$ cat src/hw/rtl/salrc_pkg.sv
package salrc_pkg;

	localparam int ADDR_W     = 9;
	localparam int WORD_W     = 32;
	localparam int STAMP_W    = 32;
	localparam int COUNT_W    = 32;
	localparam int LINE_BYTES = 8;
	localparam int LINE_W     = LINE_BYTES * 8;
	localparam int OFFSET_W   = $clog2(LINE_BYTES);
	localparam int BLOCK_W    = ADDR_W - OFFSET_W;
	localparam int NUM_BLOCKS = 2 ** BLOCK_W;
	// word index taken from a byte address, before wrapping to the memory depth
	localparam int WIDX_IN_W  = ADDR_W - 2;
	localparam int NUM_WIDX   = 2 ** WIDX_IN_W;

	localparam logic [1:0] REQ_LOAD = 2'd0;
	localparam logic [1:0] REQ_BYTE = 2'd1;
	localparam logic [1:0] REQ_HALF = 2'd2;
	localparam logic [1:0] REQ_WORD = 2'd3;

	typedef struct packed {
		logic [1:0]        req_type;
		logic [ADDR_W-1:0] address;
		logic [WORD_W-1:0] load_word;
	} cache_req_t;

	typedef struct packed {
		logic                     hit;
		logic signed [WORD_W-1:0] read_value;
		logic                     misaligned;
		logic [COUNT_W-1:0]       bytes_total;
	} cache_rsp_t;

	typedef struct packed {
		logic hit;
		logic last;
	} scan_stat_t;

endpackage

$ cat src/hw/rtl/salrc_scan.sv
module salrc_scan #(
	parameter int NUM_WAYS = 2,
	parameter int TAG_W    = 4,
	parameter int WAY_W    = 1
) (
	input  logic                           clk,
	input  logic                           arst_n,
	input  logic                           start,
	input  logic                           step,
	input  logic                           entry_valid,
	input  logic [TAG_W-1:0]               entry_tag,
	input  logic [salrc_pkg::STAMP_W-1:0]  entry_stamp,
	input  logic [TAG_W-1:0]               req_tag,
	output logic [WAY_W-1:0]               way,
	output logic [WAY_W-1:0]               victim_next,
	output salrc_pkg::scan_stat_t          stat
);

	logic [WAY_W-1:0]              way_q;
	logic [WAY_W-1:0]              vic_q;
	logic                          have_inv_q;
	logic [salrc_pkg::STAMP_W-1:0] best_q;
	logic                          take_inv;
	logic                          take_old;

	assign way       = way_q;
	assign stat.hit  = entry_valid && (entry_tag == req_tag);
	assign stat.last = (way_q == WAY_W'(NUM_WAYS - 1));

	// first invalid way wins outright; otherwise strictly older stamp, lowest way on ties
	assign take_inv    = !entry_valid && !have_inv_q;
	assign take_old    = entry_valid && !have_inv_q &&
		((way_q == '0) || (entry_stamp < best_q));
	assign victim_next = (take_inv || take_old) ? way_q : vic_q;

	always_ff @(posedge clk or negedge arst_n) begin
		if (!arst_n) begin
			way_q      <= '0;
			vic_q      <= '0;
			have_inv_q <= 1'b0;
			best_q     <= '0;
		end else if (start) begin
			way_q      <= '0;
			vic_q      <= '0;
			have_inv_q <= 1'b0;
		end else if (step) begin
			if (take_inv) begin
				have_inv_q <= 1'b1;
			end
			if (take_old) begin
				best_q <= entry_stamp;
			end
			vic_q <= victim_next;
			if (!stat.last) begin
				way_q <= way_q + 1'b1;
			end
		end
	end

endmodule

$ cat config.mk
export PLATFORM = sky130hd
export DESIGN_NAME = salrc_scan
export DESIGN_NICKNAME = d
export VERILOG_FILES = /design/src/hw/rtl/salrc_pkg.sv /design/src/hw/rtl/salrc_scan.sv
export SDC_FILE = /design/constraint.sdc
export NUM_CORES = 1
export LEC_CHECK = 0
export BUFFER_PORTS_ARGS = -buffer_cell sky130_fd_sc_hd__buf_2
export CAP_MARGIN = 20
export CORE_UTILIZATION = 45
export DETAILED_ROUTE_END_ITERATION = 7
export PLACE_DENSITY = 0.77
export SLEW_MARGIN = 20
export SYNTH_ARGS = -nofsm -noshare
export SYNTH_HDL_FRONTEND = slang
export SYNTH_SLANG_ARGS = --single-unit
$ cat constraint.sdc
create_clock -name clk -period 2.6 [get_ports clk]
set_clock_uncertainty 0.05 [all_clocks]
set_input_delay 0.13 -clock clk [delete_from_list [all_inputs] [get_ports clk]]
set_output_delay 0.13 -clock clk [all_outputs]
set_load 0.02 [all_outputs]
# [Word-level counts from Yosys, hierarchy flattened]
# Cells that the tools add are included.
# W data, S select, Z words.
[word_totals] regBits=35 out_inout_bits=4 word_cells=30
[classes] addsub=1 order_cmp=1 eq_ne=1 muxes=9 n_bitwise=2 reduce_logical=12
[ops] op="$lt A32 B32 Y1" count=1
[ops] op="$mux W1" count=9
[ops] op="$eq A4 B4 Y1" count=1
[ops] op="$logic_and A1 B1 Y1" count=4
[ops] op="$reduce_bool A2 Y1" count=2
[ops] op="$reduce_and A3 Y1" count=1
[ops] op="$logic_not A1 Y1" count=2
[ops] op="$logic_or A1 B1 Y1" count=2
[ops] op="$not A1 Y1" count=2
[ops] op="$reduce_and A2 Y1" count=1
[ops] op="$add A1 B1 Y1 const B" count=1

# [Depth between registers and ports, before layout]
[logic_depth] ltp_word=7 depth_mapped=9

# [Worst setup path after synthesis]
# No wires, ideal clock.
[synth_path] kind="reg-to-reg" from="reg best_q[13] (netlist name)" to="reg best_q[0] (netlist name)" setup_ns=0.125 t_arrival_ns=2.276 required_ns=2.425 slack_ns=0.149 path_stages_with_launch=10 n_path_buf=1 synth_period_minus_slack_ns=2.451 cell_sequence="dfrtp_1 > inv_1 > ha_1 > a21oi_1 > o21ai_1 > nor4_2 > a31oi_1 > a2111oi_4 > buf_6 > mux2_4"
[synth_via] elab_chain_len=4
[synth_lines] item="start: declaration" line="salrc_scan.sv:22" text="logic [salrc_pkg::STAMP_W-1:0] best_q;"
[synth_lines] item="start signal: assignment" line="salrc_scan.sv:51" text="best_q <= entry_stamp;"
[synth_lines] item="$lt A32 B32 Y1" line="salrc_scan.sv:33" text="((way_q == '0) || (entry_stamp < best_q));"
[synth_lines] item="$logic_or A1 B1 Y1" line="salrc_scan.sv:33"
[synth_lines] item="$logic_and A1 B1 Y1" line="salrc_scan.sv:32" text="assign take_old = entry_valid && !have_inv_q &&"
[synth_lines] item="$reduce_and A3 Y1 (no line)"
# No other way between the ends.
# A chain may end at the register's enable or synchronous reset.

# [Final worst setup path]
[layout_path] from="reg best_q[13] (netlist name)" to="reg best_q[27] (netlist name)"
# The elaborated chain is that of the path after synthesis.

==> metrics.md <==
| Metric | Value |
|---|---|
| Global-route wire length before repair | 7.48 mm |
| Highest routed layer | met4 |
| Post-DP HPWL | 3.51 mm |
| RSZ-0062 raised after global routing | true |
| Final cell count without fillers | 339 |
| Yosys top cell area share | 37.8% |
| Port bufs | 48 |
| Total CTS buffers | 5 |
| Top_reg_cell synth | dfrtp_1 |
| Pleak | 1.49 nW |
| Flop pwr share | 37.4% |
| DIE WIDTH | 73.8 um |
| Final wirelength | 5.05 mm |
| Crit Path Class | register to register |
| # fillers | 402 |
| GP Congestion | 0.769 |
| Status | completed |
| Nets | 347 |
| Wire per inst | 14.9 um |
| EDFF count, synth | 0 |
| N_diodes | 0 |
| Ports | 49 |
| Drt via density | 5.13 |
| Clock Pin Slew Worst Setup and Hold Paths | 0.08 ns |
| Yosys reg bits | 35 |
| Largest cells by area after synthesis | dfrtp_1, mux2_4, ha_1 |
| Std cell rows | 25 |
| Synth async-reset ratio | 100% |
| Clock root buffer master | clkbuf_8 |
| Initial antenna violation count | 0 |
| GRT Total Usage | 18.5% |
| Synthesized area | 2320 um2 |
| Grt total ovfl | 0 |
| Drt initial violations | 67 |
| Critical path peak fanout | 6 |
| Final Cycle Share | 100% |
| Required time worst endpoint | 2.72 ns |
| Hold Fails Final Rpt | 0 |
| TNS Setup | 0 ns |
| Clock Power Share | 21.4% |
| P per Cell Area | 710 nW/um2 |
| Met2 wire len | 2.56 mm |
| Largest net degree at the start of global routing | 36 |
| Post-DRT Antenna Nets | 0 |
| Vias in the first global route | 1,719 |
| Clock Tree Buf Depth | 2 |
| Dpl cells | 323 |
| Max-slew violations | 0 |
| Total number of vias | 1,739 |
| Die Y-Extent | 73.8 um |
| Max-cap viol count | 0 |
| Clk sinks | 35 |
| Syn. warnings | 0 |
| Clock Latency Late Sink | 0.29 ns |
| Total power draw | 2.11 mW |
| Cell Int Power | 1.41 mW |
| Proportion of layout cells with a drive suffix above 1 | 43.4% |
| CP arrival | 2.72 ns |
| Syn Inst Count | 208 |
| Met3 WL | 214 um |
| Part of the power in combinational logic | 41.2% |
| Die Footprint | 5450 um2 |
| H-Tree Depth | 2 |
| Drt first pass iters | 4 |
| Worst VDD drop | 0.390 mV |
| Sequential fraction of the synthesis area | 37.8% |
| CTS tree | done |
| Largest area contributor in the netlist | dfrtp_1 |
| Synthesized area per cell | 11.2 um2 |
| CP startpoint kind | register |
| Area after DPL | 2630 um2 |
| Syn Nets | 284 |
| Met1 wire length | 2.16 mm |
| Area Overhead vs Synth | 27.9% |
| Minimum clock period after layout | 2.60 ns |
| HP Class | input port to register |
| Slew at the pin closest to its max-slew limit | 0.820 ns |
| Final setup violation count | 0 |
| Net Sw Frac | 32.9% |
| Unique masters post-synth | 30 |
| Most instantiated cells after synthesis | dfrtp_1, inv_1, ha_1 |
| Cell area after layout | 2970 um2 |
| DRC Markers | 0 |
| Net switching power | 0.693 mW |
| Placeable Area | 4850 um2 |
| Critical path endpoint category | register |
| Relative slew slack | 45.4% |
| Max Freq | 385 MHz |
| Starting Density | 47.8% |
worst max-delay path, stage by stage, from the launching register on:
cell and delay, ns:
dfrtp_1 0.40, inv_2 0.09, ha_4 0.21, a21oi_2 0.13
o21ai_2 0.08, nor4_4 0.35, a31oi_4 0.15, a2111oi_4 0.36
buf_6 0.19, buf_8 0.13, mux2_2 0.33
per-stage QoR:
stage	utilization, %	hold slack, ns	setup slack [ns]
2_1_floorplan	-	-0.216	0.149
3_3_place_gp	54.3	0.202	0.0168
3_5_place_dp	54.3	0.218	-0.117
4_1_cts	57.8	0.0315	0.0214
5_1_grt	61.2	0.0358	-0.0551
6_report	61.2	0.0375	0.000538
final cells by class:
| type | count | area (um2) | share of cell area, % |
|---|---|---|---|
| clock buffer | 8 | 100 | 3.37 |
| sequential | 35 | 876 | 29.5 |
| inverter | 35 | 131 | 4.43 |
| tap | 67 | 83.8 | 2.82 |
| multi-input combinational | 134 | 1400 | 47.1 |
| timing repair buffer | 60 | 379 | 12.8 |
power groups by stage:
stage | Clock, mW | Sequential, mW | Combinational (mW)
final | 0.450 | 0.788 | 0.869
after global routing | 0.480 | 0.805 | 0.968
after detailed placement | 0 | 0.791 | 0.724
after global placement | 0 | 0.784 | 0.681
after CTS | 0.457 | 0.786 | 0.743
after floorplan | 0 | 0.766 | 0.552
placed cells by master, fill, tap and decap left out, types with 3 or more instances in the layout:
cell type	instances
nand4_1	3
o21ai_1	3
ha_4	3
inv_1	33
o21ai_0	3
clkbuf_8	7
nand2_1	15
mux2_2	3
buf_4	5
ha_1	28
a21oi_2	3
buf_2	48
nor2_1	8
mux2_4	30
dfrtp_1	35
a21oi_1	10
path summary, 6_finish.rpt:
kind / from / end / slack, ns / cells past startpoint
hold / removal: entry_stamp[25] / best_q[25] / 0.04 / 2
setup reg to reg: best_q[13] / best_q[27] / 0.0005 / 10
max in group asynchronous: arst_n / best_q[27] / 1.55 / 2
min in group asynchronous: arst_n / best_q[23] / 0.42 / 2
hold reg to reg: best_q[26] / best_q[26] / 0.46 / 1
setup / recovery: best_q[13] / best_q[27] / 0.0005 / 10
timing repair:
action / 4_1_cts / 5_1_grt
hold endpoints to repair: 37 / 0
endpoints found under the setup margin: 29 / 33
setup buffers: 1 / 4
cloned: 1 / 0
gates resized for setup: 7 / 29
hold buffers: 2 / 0
pin swaps: 2 / 12
cell families (layout without fill, tap and decap cells):
group	count (synthesis)	count (layout)	synth area share, %
buffers and inverters	39	103	7.44
and+or+nand+nor	37	37	7.60
DFF	35	35	37.8
muxes	33	33	20.9
AOI/OAI and AO/OA	32	32	9.22
adders and majority gates	31	31	16.7
xor gates and xnor gates	1	1	0.378
registers in the layout, summed over array words and instances (netlist names):
name,flops
best_q,32
have_inv_q,1
vic_q,1
way,1
per-layer routing:
metal	up-vias	GRT usage, %
li1	840	-
met1	838	21.6
met2	48	32.0
met3	13	4.66
met4	0	7.69
met5	-	0
No activity file was read; power rests on OpenSTA's default activity.
